<file path="src/rtl/pat_pkg.sv">
// Shared types, constants and a helper function for the pointer acceleration tracker.
`timescale 1ns / 1ps
`default_nettype none
package pat_pkg;

   localparam int POS_W   = 32;
   localparam int SIZE_W  = 13;
   localparam int COORD_W = 13;
   localparam int MOT_W   = 17;
   localparam int MAG_W   = 16;
   localparam int K_W     = 12;
   localparam int PROD_W  = 28;
   localparam int CNT_W   = 5;
   localparam int SPEED_W = 8;
   localparam int BTN_W   = 16;

   localparam int RECIP_STEPS = POS_W;
   localparam int MUL_STEPS   = K_W;
   localparam int QUO_STEPS   = COORD_W;

   localparam logic [1:0] EV_MOVE = 2'd0;
   localparam logic [1:0] EV_DOWN = 2'd1;
   localparam logic [1:0] EV_UP   = 2'd2;

   localparam logic [1:0] BTN_NONE = 2'd0;
   localparam logic [1:0] BTN_ONE  = 2'd1;
   localparam logic [1:0] BTN_TWO  = 2'd2;
   localparam logic [1:0] BTN_THREE = 2'd3;

   localparam logic [1:0] REG_SPEED  = 2'd0;
   localparam logic [1:0] REG_WIDTH  = 2'd1;
   localparam logic [1:0] REG_HEIGHT = 2'd2;

   localparam logic [2:0] NIBBLE_LEN [16] = '{
      3'd0, 3'd1, 3'd2, 3'd2, 3'd3, 3'd3, 3'd3, 3'd3,
      3'd4, 3'd4, 3'd4, 3'd4, 3'd4, 3'd4, 3'd4, 3'd4
   };

   typedef struct packed {
      logic recip_start;
      logic item_start;
   } axis_ctl_type;

   typedef enum logic [5:0] {
      AX_IDLE  = 6'b000001,
      AX_RECIP = 6'b000010,
      AX_PREP  = 6'b000100,
      AX_MUL   = 6'b001000,
      AX_ACC   = 6'b010000,
      AX_QUO   = 6'b100000
   } axis_state_type;

   typedef enum logic [4:0] {
      TOP_IDLE  = 5'b00001,
      TOP_CALC  = 5'b00010,
      TOP_START = 5'b00100,
      TOP_RUN   = 5'b01000,
      TOP_EMIT  = 5'b10000
   } top_state_type;

   function automatic logic [4:0] bit_len16(input logic [MAG_W-1:0] v);
      logic [4:0]       r;
      logic [MAG_W-1:0] t;
      r = 5'd0;
      t = v;
      if (|t[15:8]) begin
         r = 5'd8;
         t = t >> 8;
      end
      if (|t[7:4]) begin
         r = r + 5'd4;
         t = t >> 4;
      end
      return r + {2'b00, NIBBLE_LEN[t[3:0]]};
   endfunction

endpackage
`default_nettype wire

</file>
<file path="src/rtl/pat_axis.sv">
// One axis: reciprocal of the screen size, serial acceleration, saturating position, scaling.
`timescale 1ns / 1ps
`default_nettype none
module pat_axis (
   input  logic                              clock,
   input  logic                              reset,
   input  pat_pkg::axis_ctl_type             ctl,
   input  logic [pat_pkg::SIZE_W-1:0]        size,
   input  logic [pat_pkg::SPEED_W-1:0]       speed,
   input  logic signed [pat_pkg::MOT_W-1:0]  motion,
   output logic                              busy,
   output logic [pat_pkg::COORD_W-1:0]       coord
);
   import pat_pkg::*;

   axis_state_type     state_ff, state_in;
   logic [CNT_W-1:0]   cnt_ff, cnt_in;
   logic [POS_W-1:0]   pos_ff, pos_in;
   logic [POS_W-1:0]   recip_ff, recip_in;
   logic [SIZE_W-1:0]  den_ff, den_in;
   logic [SIZE_W-1:0]  rrem_ff, rrem_in;
   logic [MAG_W-1:0]   mag_ff, mag_in;
   logic               neg_ff, neg_in;
   logic [K_W-1:0]     k_ff, k_in;
   logic [PROD_W-1:0]  msh_ff, msh_in;
   logic [PROD_W-1:0]  prod_ff, prod_in;
   logic [POS_W-1:0]   qrem_ff, qrem_in;
   logic [COORD_W-1:0] plo_ff, plo_in;
   logic [COORD_W-1:0] quo_ff, quo_in;

   logic [SIZE_W-1:0]  den;
   logic [SIZE_W:0]    rtrial, rdiff;
   logic               rge;
   logic [POS_W:0]     qtrial, qdiff;
   logic               qge;
   logic [MOT_W-1:0]   mabs;
   logic [SIZE_W-1:0]  kfull;
   logic [POS_W-1:0]   prod_ext;
   logic [POS_W:0]     sum;
   logic [POS_W-1:0]   accv;

   always_comb begin
      den      = (size < SIZE_W'(2)) ? SIZE_W'(1) : size - SIZE_W'(1);
      rtrial   = {rrem_ff, 1'b1};
      rge      = rtrial >= {1'b0, den_ff};
      rdiff    = rtrial - {1'b0, den_ff};
      qtrial   = {qrem_ff, plo_ff[COORD_W-1]};
      qge      = qtrial >= {1'b0, recip_ff};
      qdiff    = qtrial - {1'b0, recip_ff};
      mabs     = motion[MOT_W-1] ? (MOT_W'(0) - motion) : motion;
      kfull    = SIZE_W'(bit_len16(mag_ff)) * SIZE_W'(speed);
      prod_ext = {{(POS_W-PROD_W){1'b0}}, prod_ff};
      sum      = {1'b0, pos_ff} + {1'b0, prod_ext};
      if (neg_ff) begin
         accv = (pos_ff < prod_ext) ? '0 : pos_ff - prod_ext;
      end else begin
         accv = sum[POS_W] ? '1 : sum[POS_W-1:0];
      end
   end

   always_comb begin
      state_in = state_ff;
      cnt_in   = cnt_ff;
      pos_in   = pos_ff;
      recip_in = recip_ff;
      den_in   = den_ff;
      rrem_in  = rrem_ff;
      mag_in   = mag_ff;
      neg_in   = neg_ff;
      k_in     = k_ff;
      msh_in   = msh_ff;
      prod_in  = prod_ff;
      qrem_in  = qrem_ff;
      plo_in   = plo_ff;
      quo_in   = quo_ff;
      case (state_ff)
         AX_IDLE: begin
            if (ctl.recip_start) begin
               den_in   = den;
               rrem_in  = '0;
               recip_in = '0;
               cnt_in   = '0;
               state_in = AX_RECIP;
            end else if (ctl.item_start) begin
               mag_in   = mabs[MAG_W-1:0];
               neg_in   = motion[MOT_W-1];
               state_in = AX_PREP;
            end
         end
         AX_RECIP: begin
            recip_in = {recip_ff[POS_W-2:0], rge};
            rrem_in  = rge ? rdiff[SIZE_W-1:0] : rtrial[SIZE_W-1:0];
            cnt_in   = cnt_ff + CNT_W'(1);
            if (cnt_ff == CNT_W'(RECIP_STEPS - 1)) begin
               state_in = AX_IDLE;
            end
         end
         AX_PREP: begin
            k_in     = kfull[K_W-1:0];
            msh_in   = {{(PROD_W-MAG_W){1'b0}}, mag_ff};
            prod_in  = '0;
            cnt_in   = '0;
            state_in = AX_MUL;
         end
         AX_MUL: begin
            if (k_ff[0]) begin
               prod_in = prod_ff + msh_ff;
            end
            msh_in = msh_ff << 1;
            k_in   = k_ff >> 1;
            cnt_in = cnt_ff + CNT_W'(1);
            if (cnt_ff == CNT_W'(MUL_STEPS - 1)) begin
               state_in = AX_ACC;
            end
         end
         AX_ACC: begin
            pos_in   = accv;
            qrem_in  = {{COORD_W{1'b0}}, accv[POS_W-1:COORD_W]};
            plo_in   = accv[COORD_W-1:0];
            quo_in   = '0;
            cnt_in   = '0;
            state_in = AX_QUO;
         end
         AX_QUO: begin
            quo_in  = {quo_ff[COORD_W-2:0], qge};
            qrem_in = qge ? qdiff[POS_W-1:0] : qtrial[POS_W-1:0];
            plo_in  = plo_ff << 1;
            cnt_in  = cnt_ff + CNT_W'(1);
            if (cnt_ff == CNT_W'(QUO_STEPS - 1)) begin
               state_in = AX_IDLE;
            end
         end
         default: begin
            state_in = AX_IDLE;
         end
      endcase
   end

   always_ff @(posedge clock) begin
      if (reset) begin
         state_ff <= AX_IDLE;
         pos_ff   <= '0;
      end else begin
         state_ff <= state_in;
         pos_ff   <= pos_in;
      end
      cnt_ff   <= cnt_in;
      recip_ff <= recip_in;
      den_ff   <= den_in;
      rrem_ff  <= rrem_in;
      mag_ff   <= mag_in;
      neg_ff   <= neg_in;
      k_ff     <= k_in;
      msh_ff   <= msh_in;
      prod_ff  <= prod_in;
      qrem_ff  <= qrem_in;
      plo_ff   <= plo_in;
      quo_ff   <= quo_in;
   end

   assign busy  = (state_ff != AX_IDLE);
   assign coord = quo_ff;

endmodule
`default_nettype wire

</file>
<file path="src/rtl/pointer_accel_tracker.sv">
// Top level of the pointer acceleration tracker: register port, sequencing, event output.
// The second result of an item follows in the cycle after the first is taken. A new
// item is accepted only after the previous one has been fully emitted; each item runs
// the 12-step serial multiply and the 13-step serial divide per axis. Reset and every
// screen size write start a 32-step reciprocal per axis, and req_ready stays low until
// it is done. Reset clears positions.
`timescale 1ns / 1ps
`default_nettype none
module pointer_accel_tracker (
   input  logic                               clock,
   input  logic                               reset,
   input  logic                               req_valid,
   output logic                               req_ready,
   input  logic signed [15:0]                 req_x_motion,
   input  logic signed [15:0]                 req_y_motion,
   input  logic [pat_pkg::BTN_W-1:0]          req_buttons,
   output logic                               rsp_valid,
   input  logic                               rsp_ready,
   output logic [1:0]                         rsp_event_kind,
   output logic [pat_pkg::COORD_W-1:0]        rsp_screen_x,
   output logic [pat_pkg::COORD_W-1:0]        rsp_screen_y,
   output logic [1:0]                         rsp_button_number,
   output logic                               rsp_last,
   input  logic                               csr_psel,
   input  logic                               csr_penable,
   input  logic                               csr_pwrite,
   input  logic [3:0]                         csr_paddr,
   input  logic [31:0]                        csr_pwdata,
   output logic [31:0]                        csr_prdata,
   output logic                               csr_pready
);
   import pat_pkg::*;

   top_state_type      state_ff, state_in;
   logic [SPEED_W-1:0] speed_ff, speed_in;
   logic [SIZE_W-1:0]  width_ff, width_in;
   logic [SIZE_W-1:0]  height_ff, height_in;
   logic               recalc_ff, recalc_in;
   logic [BTN_W-1:0]   prev_ff, prev_in;
   logic [BTN_W-1:0]   old_ff, old_in;
   logic [BTN_W-1:0]   flags_ff, flags_in;
   logic [MOT_W-1:0]   mx_ff, mx_in;
   logic [MOT_W-1:0]   my_ff, my_in;
   logic               valid_ff, valid_in;
   logic [1:0]         kind_ff, kind_in;
   logic [1:0]         bnum_ff, bnum_in;
   logic               last_ff, last_in;
   logic [COORD_W-1:0] sx_ff, sx_in;
   logic [COORD_W-1:0] sy_ff, sy_in;
   logic               pend_ff, pend_in;
   logic [1:0]         bkind_ff, bkind_in;
   logic [1:0]         bsel_ff, bsel_in;

   axis_ctl_type       ctl;
   logic               busy_x, busy_y;
   logic [COORD_W-1:0] coord_x, coord_y;
   logic               csr_wr;
   logic [1:0]         csr_idx;
   logic               up;
   logic [BTN_W-1:0]   diff;
   logic [1:0]         btn;
   logic               has_move;
   logic               has_btn;

   pat_axis u_axis_x (
      .clock  (clock),
      .reset  (reset),
      .ctl    (ctl),
      .size   (width_ff),
      .speed  (speed_ff),
      .motion (mx_ff),
      .busy   (busy_x),
      .coord  (coord_x)
   );

   pat_axis u_axis_y (
      .clock  (clock),
      .reset  (reset),
      .ctl    (ctl),
      .size   (height_ff),
      .speed  (speed_ff),
      .motion (my_ff),
      .busy   (busy_y),
      .coord  (coord_y)
   );

   assign csr_wr     = csr_psel & csr_penable & csr_pwrite;
   assign csr_idx    = csr_paddr[3:2];
   assign csr_pready = 1'b1;

   always_comb begin
      case (csr_idx)
         REG_SPEED:  csr_prdata = {{(32-SPEED_W){1'b0}}, speed_ff};
         REG_WIDTH:  csr_prdata = {{(32-SIZE_W){1'b0}}, width_ff};
         REG_HEIGHT: csr_prdata = {{(32-SIZE_W){1'b0}}, height_ff};
         default:    csr_prdata = '0;
      endcase
   end

   assign ctl.recip_start = (state_ff == TOP_IDLE) && recalc_ff;
   assign ctl.item_start  = (state_ff == TOP_START);
   assign req_ready       = (state_ff == TOP_IDLE) && !recalc_ff;

   always_comb begin
      up       = flags_ff > old_ff;
      diff     = up ? flags_ff - old_ff : old_ff - flags_ff;
      case (diff)
         BTN_W'(1): btn = BTN_ONE;
         BTN_W'(2): btn = BTN_TWO;
         BTN_W'(4): btn = BTN_THREE;
         default:   btn = BTN_NONE;
      endcase
      has_btn  = (btn != BTN_NONE);
      has_move = (mx_ff != '0) || (my_ff != '0);
   end

   always_comb begin
      state_in  = state_ff;
      speed_in  = speed_ff;
      width_in  = width_ff;
      height_in = height_ff;
      recalc_in = recalc_ff;
      prev_in   = prev_ff;
      old_in    = old_ff;
      flags_in  = flags_ff;
      mx_in     = mx_ff;
      my_in     = my_ff;
      valid_in  = valid_ff;
      kind_in   = kind_ff;
      bnum_in   = bnum_ff;
      last_in   = last_ff;
      sx_in     = sx_ff;
      sy_in     = sy_ff;
      pend_in   = pend_ff;
      bkind_in  = bkind_ff;
      bsel_in   = bsel_ff;
      case (state_ff)
         TOP_IDLE: begin
            if (recalc_ff) begin
               recalc_in = 1'b0;
               state_in  = TOP_CALC;
            end else if (req_valid) begin
               mx_in    = {req_x_motion[15], req_x_motion};
               my_in    = MOT_W'(0) - {req_y_motion[15], req_y_motion};
               flags_in = req_buttons;
               old_in   = prev_ff;
               prev_in  = req_buttons;
               state_in = TOP_START;
            end
         end
         TOP_CALC: begin
            if (!busy_x && !busy_y) begin
               state_in = TOP_IDLE;
            end
         end
         TOP_START: begin
            state_in = TOP_RUN;
         end
         TOP_RUN: begin
            if (!busy_x && !busy_y) begin
               sx_in    = coord_x;
               sy_in    = coord_y;
               bkind_in = up ? EV_DOWN : EV_UP;
               bsel_in  = btn;
               if (has_move) begin
                  valid_in = 1'b1;
                  kind_in  = EV_MOVE;
                  bnum_in  = BTN_NONE;
                  last_in  = !has_btn;
                  pend_in  = has_btn;
                  state_in = TOP_EMIT;
               end else if (has_btn) begin
                  valid_in = 1'b1;
                  kind_in  = up ? EV_DOWN : EV_UP;
                  bnum_in  = btn;
                  last_in  = 1'b1;
                  pend_in  = 1'b0;
                  state_in = TOP_EMIT;
               end else begin
                  state_in = TOP_IDLE;
               end
            end
         end
         TOP_EMIT: begin
            if (valid_ff && rsp_ready) begin
               if (pend_ff) begin
                  kind_in = bkind_ff;
                  bnum_in = bsel_ff;
                  last_in = 1'b1;
                  pend_in = 1'b0;
               end else begin
                  valid_in = 1'b0;
                  state_in = TOP_IDLE;
               end
            end
         end
         default: begin
            state_in = TOP_IDLE;
         end
      endcase
      if (csr_wr) begin
         case (csr_idx)
            REG_SPEED: begin
               speed_in = csr_pwdata[SPEED_W-1:0];
            end
            REG_WIDTH: begin
               width_in  = csr_pwdata[SIZE_W-1:0];
               recalc_in = 1'b1;
            end
            REG_HEIGHT: begin
               height_in = csr_pwdata[SIZE_W-1:0];
               recalc_in = 1'b1;
            end
            default: begin
               recalc_in = recalc_in;
            end
         endcase
      end
   end

   always_ff @(posedge clock) begin
      if (reset) begin
         state_ff  <= TOP_IDLE;
         speed_ff  <= SPEED_W'(1);
         width_ff  <= SIZE_W'(640);
         height_ff <= SIZE_W'(480);
         recalc_ff <= 1'b1;
         prev_ff   <= '0;
         valid_ff  <= 1'b0;
         pend_ff   <= 1'b0;
      end else begin
         state_ff  <= state_in;
         speed_ff  <= speed_in;
         width_ff  <= width_in;
         height_ff <= height_in;
         recalc_ff <= recalc_in;
         prev_ff   <= prev_in;
         valid_ff  <= valid_in;
         pend_ff   <= pend_in;
      end
      old_ff   <= old_in;
      flags_ff <= flags_in;
      mx_ff    <= mx_in;
      my_ff    <= my_in;
      kind_ff  <= kind_in;
      bnum_ff  <= bnum_in;
      last_ff  <= last_in;
      sx_ff    <= sx_in;
      sy_ff    <= sy_in;
      bkind_ff <= bkind_in;
      bsel_ff  <= bsel_in;
   end

   assign rsp_valid         = valid_ff;
   assign rsp_event_kind    = kind_ff;
   assign rsp_screen_x      = sx_ff;
   assign rsp_screen_y      = sy_ff;
   assign rsp_button_number = bnum_ff;
   assign rsp_last          = last_ff;

endmodule
`default_nettype wire
</file>
<file path="config.mk">
export PLATFORM = sky130hd
export DESIGN_NAME = pointer_accel_tracker
export DESIGN_NICKNAME = d
export VERILOG_FILES = /design/src/rtl/pat_pkg.sv /design/src/rtl/pat_axis.sv /design/src/rtl/pointer_accel_tracker.sv
export SDC_FILE = /design/constraint.sdc
export NUM_CORES = 2
export LEC_CHECK = 0
export BUFFER_PORTS_ARGS = -buffer_cell sky130_fd_sc_hd__buf_2
export CORE_UTILIZATION = 60
export CTS_BUF_LIST = sky130_fd_sc_hd__clkbuf_4 sky130_fd_sc_hd__clkbuf_8
export DETAILED_ROUTE_END_ITERATION = 10
export PLACE_DENSITY = 0.85
export SETUP_SLACK_MARGIN = 0.15
export SYNTH_ARGS = -nofsm -noshare
export SYNTH_HDL_FRONTEND = slang
export SYNTH_HIERARCHICAL = 1
export SYNTH_SLANG_ARGS = --single-unit
export TNS_END_PERCENT = 30
</file>
<file path="constraint.sdc">
create_clock -name clock -period 8.6 [get_ports clock]
set_input_delay 2.58 -clock clock [delete_from_list [all_inputs] [get_ports clock]]
set_output_delay 2.58 -clock clock [all_outputs]
set_load 0.05 [all_outputs]
</file>
==> flow_summary.yaml <==
power:
  power_density_nw_per_um2: 225
  ir_worst_vdd_mv: 0.156
  p_leak_nw: 19.9
setup_path:
  path_common_cell: "buf_2"
  slowest_stage: "a222oi_1"
  worstPathArrival_ps: 3840
  slowest_delay_ps: 450
  path_buf_inv: 3
  reg2reg_from: "u_axis_y/mag_ff[12]"
  cp_max_fo: 15
  crit_path_start_kind: "input port"
  critPathRequiredTime_ps: 6020
  reg2reg_depth: 22
  r2r_setup_slack_ps: 2240
  end_kind: "output port"
  path_class: "in2out"
  cp_top_family: "compound AO/OA/AOI/OAI gates"
  crit_chain: "buf_2 -> inv_1 -> ha_1 -> a222oi_1 -> nor2_1 -> buf_2"
  r2r_end: "u_axis_y/k_ff[11]"
die:
  die_w_microns: 275
  io_pins: 157
  rows: 99
  die-area_sq_um: 75600
  core_sq_um: 73300
  start_util_pct: 61.0
  die_y_microns: 275
sta:
  max_slew_margin_pct: 19.4
  post-route-min-period_ps: 6420
  timing.final.crit_share_pct: 74.7
  layout_setup_ws_ps: 2180
  tns_ps: 0
  worst_pin_slew_ps: 1200
  drv_slew: 0
  fin_skew_ps: 49.5
  rsz0062_at_grt: "no"
  finalSetupViolCount: 0
  fmax_ghz: 0.156
  hold_viol: 0
routing:
  dr_total_vias: 36836
  wl_microns: 107000
  wl_per_cell_microns: 17.8
  met1_length_microns: 46500
  met3WireLength_microns: 7230
  dr.pass1.iters: 11
  via_per_inst: 6.13
  highest_layer: "met4"
  ant_nets: 0
  route.met2.wl_microns: 49800
  drtIter0Drc: 3208
  drcViolationCount: 7
finish:
  design_area_sq_um: 48200
  nets: 5436
  drive_above_1_share_pct: 8.57
  post-route-util_pct: 65.8
  syn2layout_area_growth_pct: 7.88
  nFillCells: 5916
clock_tree:
  cts_hold_buf: 0
  cts_root_buf: "clkbuf_8"
  htreeDepth: 3
  post_cts_buffers: 0
  cts_resized: 0
  clk_path_buf_depth: 3
  numCtsBuffers: 110
  clock_latency_ps: 730
  cts_sinks: 646
  clk_pin_slew_ps: 60
  cts_tree: "built"
synth:
  synth_edf_count: 512
  synthDistinctLibCells: 117
  synth-seq-cells: 646
  synth-main-ff-cell: "edfxtp_1"
  synthesis.area_sq_um: 44700
  avgSynthCellArea_sq_um: 9.13
  synth_seq_area_share_pct: 40.4
  synth_cells: 4898
  yosys_warnings: 6
  async_reset_ff_share_pct: 0
placement:
  dpl.hpwl_microns: 75900
  portBuffers: 115
  dp_slack_ps: 2210
  gp_congestion: 0.943
  dpl_cell_area_sq_um: 45800
grt:
  grt_start_max_net_pins: 82
  overflow: 0
  antenna_found_initial: 1
  grt_usage_pct: 28.0
  grt_pass1_vias: 35272
  grt_pass1_wl_microns: 174000
worst_hold_path:
  worstHoldStart: "u_axis_x/coord[12]"
  whs_path_depth: 0
  hold_end: "rsp_screen_x[12]"
  min_path_type: "reg2reg"
outcome:
  status: "finished with violations"
  violations: "design-rule violations"
flow_run:
  maxCapViolCount: 0
cell usage in the layout, fill, tap and decap left out, types with 18 or more instances in the layout:
cell type / instances
edfxtp_1: 512
clkbuf_4: 31
xnor2_1: 132
a211oi_1: 77
xor2_1: 79
fa_1: 46
conb_1: 20
o21a_1: 39
dfxtp_1: 134
and2_1: 138
nand4_1: 39
o21bai_1: 45
and3_1: 36
o21ai_0: 213
buf_2: 114
o31ai_1: 53
nand3b_1: 33
buf_4: 34
nor3_1: 96
o211ai_1: 27
nor4_1: 42
a21oi_1: 431
o221ai_1: 19
nand2b_1: 59
ha_1: 342
a21o_1: 113
clkbuf_8: 130
nand2_1: 501
clkinv_2: 22
inv_1: 359
or3_1: 20
a22oi_1: 18
nand3_1: 73
mux2i_1: 35
nor2b_1: 53
nor2_1: 542
a31oi_1: 43
layout make-up:
class | instances | area, sq um | share of cell area [%]
diodes | 1 | 2.50 | 0.00519
clock buffers | 161 | 2020 | 4.19
clock inverters | 48 | 434 | 0.900
inverters | 363 | 1360 | 2.82
multi-input cells | 3688 | 24300 | 50.5
flip-flops and latches | 646 | 18100 | 37.4
well taps | 959 | 1200 | 2.49
repair buffers | 148 | 826 | 1.71
cells in the mapped netlist, drive strengths merged, types with 10 or more instances:
master / n / area, sq um
a2111oi: 11 / 123
nor3b: 10 / 75.1
nor4: 44 / 297
and2: 139 / 872
a31oi: 44 / 290
nor3: 99 / 505
mux2i: 35 / 350
inv: 362 / 1360
nand4: 42 / 308
a21boi: 13 / 97.6
a221oi: 20 / 194
nand3b: 33 / 248
clkbuf: 155 / 622
or4: 18 / 139
fa: 46 / 921
buf: 64 / 448
a22oi: 19 / 148
a21o: 115 / 866
nor2: 542 / 2030
a21oi: 435 / 2180
nor2b: 53 / 332
nand2b: 59 / 369
o31a: 14 / 123
o31ai: 54 / 410
o22ai: 13 / 81.3
or3: 22 / 140
ha: 342 / 4280
a211oi: 80 / 623
o21ai: 230 / 1170
dfxtp: 134 / 2680
nand2: 505 / 1900
xor2: 79 / 692
edfxtp: 512 / 15400
and3: 37 / 233
or2: 10 / 62.6
o211ai: 27 / 203
o221ai: 19 / 166
a211o: 17 / 151
nand3: 74 / 375
o21bai: 45 / 338
xnor2: 132 / 1160
o21a: 39 / 293
power breakdown:
part | internal (mW) | total [mW] | switching [mW]
registers | 3.93 | 4.17 | 0.237
logic | 1.39 | 3.65 | 2.26
clock network | 1.73 | 3.02 | 1.29
stage by stage:
stage / std cells / hold WS (ps) / power (mW)
2_1_floorplan: 4916 / 400 / 7.02
3_3_place_gp: 5804 / 401 / 7.65
3_5_place_dp: 5804 / 407 / 7.80
4_1_cts: 6013 / 421 / 10.9
5_1_grt: 6014 / 439 / 11.5
6_report: 6014 / 418 / 10.8
flip-flops by register name (all words and copies together) (netlist names), 17 cells and up:
name,count
u_axis_y/pos_ff,32
u_axis_x/recip_ff,32
u_axis_y/prod_ff,28
u_axis_x/msh_ff,28
u_axis_y/msh_ff,28
u_axis_x/pos_ff,32
my_ff,17
u_axis_y/qrem_ff,32
u_axis_x/prod_ff,28
u_axis_y/recip_ff,32
u_axis_x/qrem_ff,32
per-layer routing:
layer / GRT usage (%) / vias to the layer above
met5: 0 / -
met4: 9.89 / 0
met3: 3.99 / 261
met2: 46.4 / 1314
met1: 37.3 / 17534
li1: - / 17727
how the worst max path moves through the flow:
stage,startpoint,to,depth (start not counted)
final,csr_paddr[2],csr_prdata[7],6
after global routing,u_axis_y/mag_ff[12],u_axis_y/k_ff[10],22
after CTS,csr_paddr[2],csr_prdata[0],6
after detailed placement,csr_paddr[2],csr_prdata[0],6
after global placement,csr_paddr[2],csr_prdata[2],6
after floorplan,csr_paddr[2],csr_prdata[3],5
cell families after synthesis:
group           after synthesis  share of synthesized area (%)
compound gates             1313                           19.2
xor+xnor                    211                           4.13
other cells                   2                         0.0168
simple gates               1712                           18.2
buf+inv                     582                           5.44
mux                          44                           1.01
flops                       646                           40.4
fa+ha+maj                   388                           11.6
(Power assumes the default switching activity.)
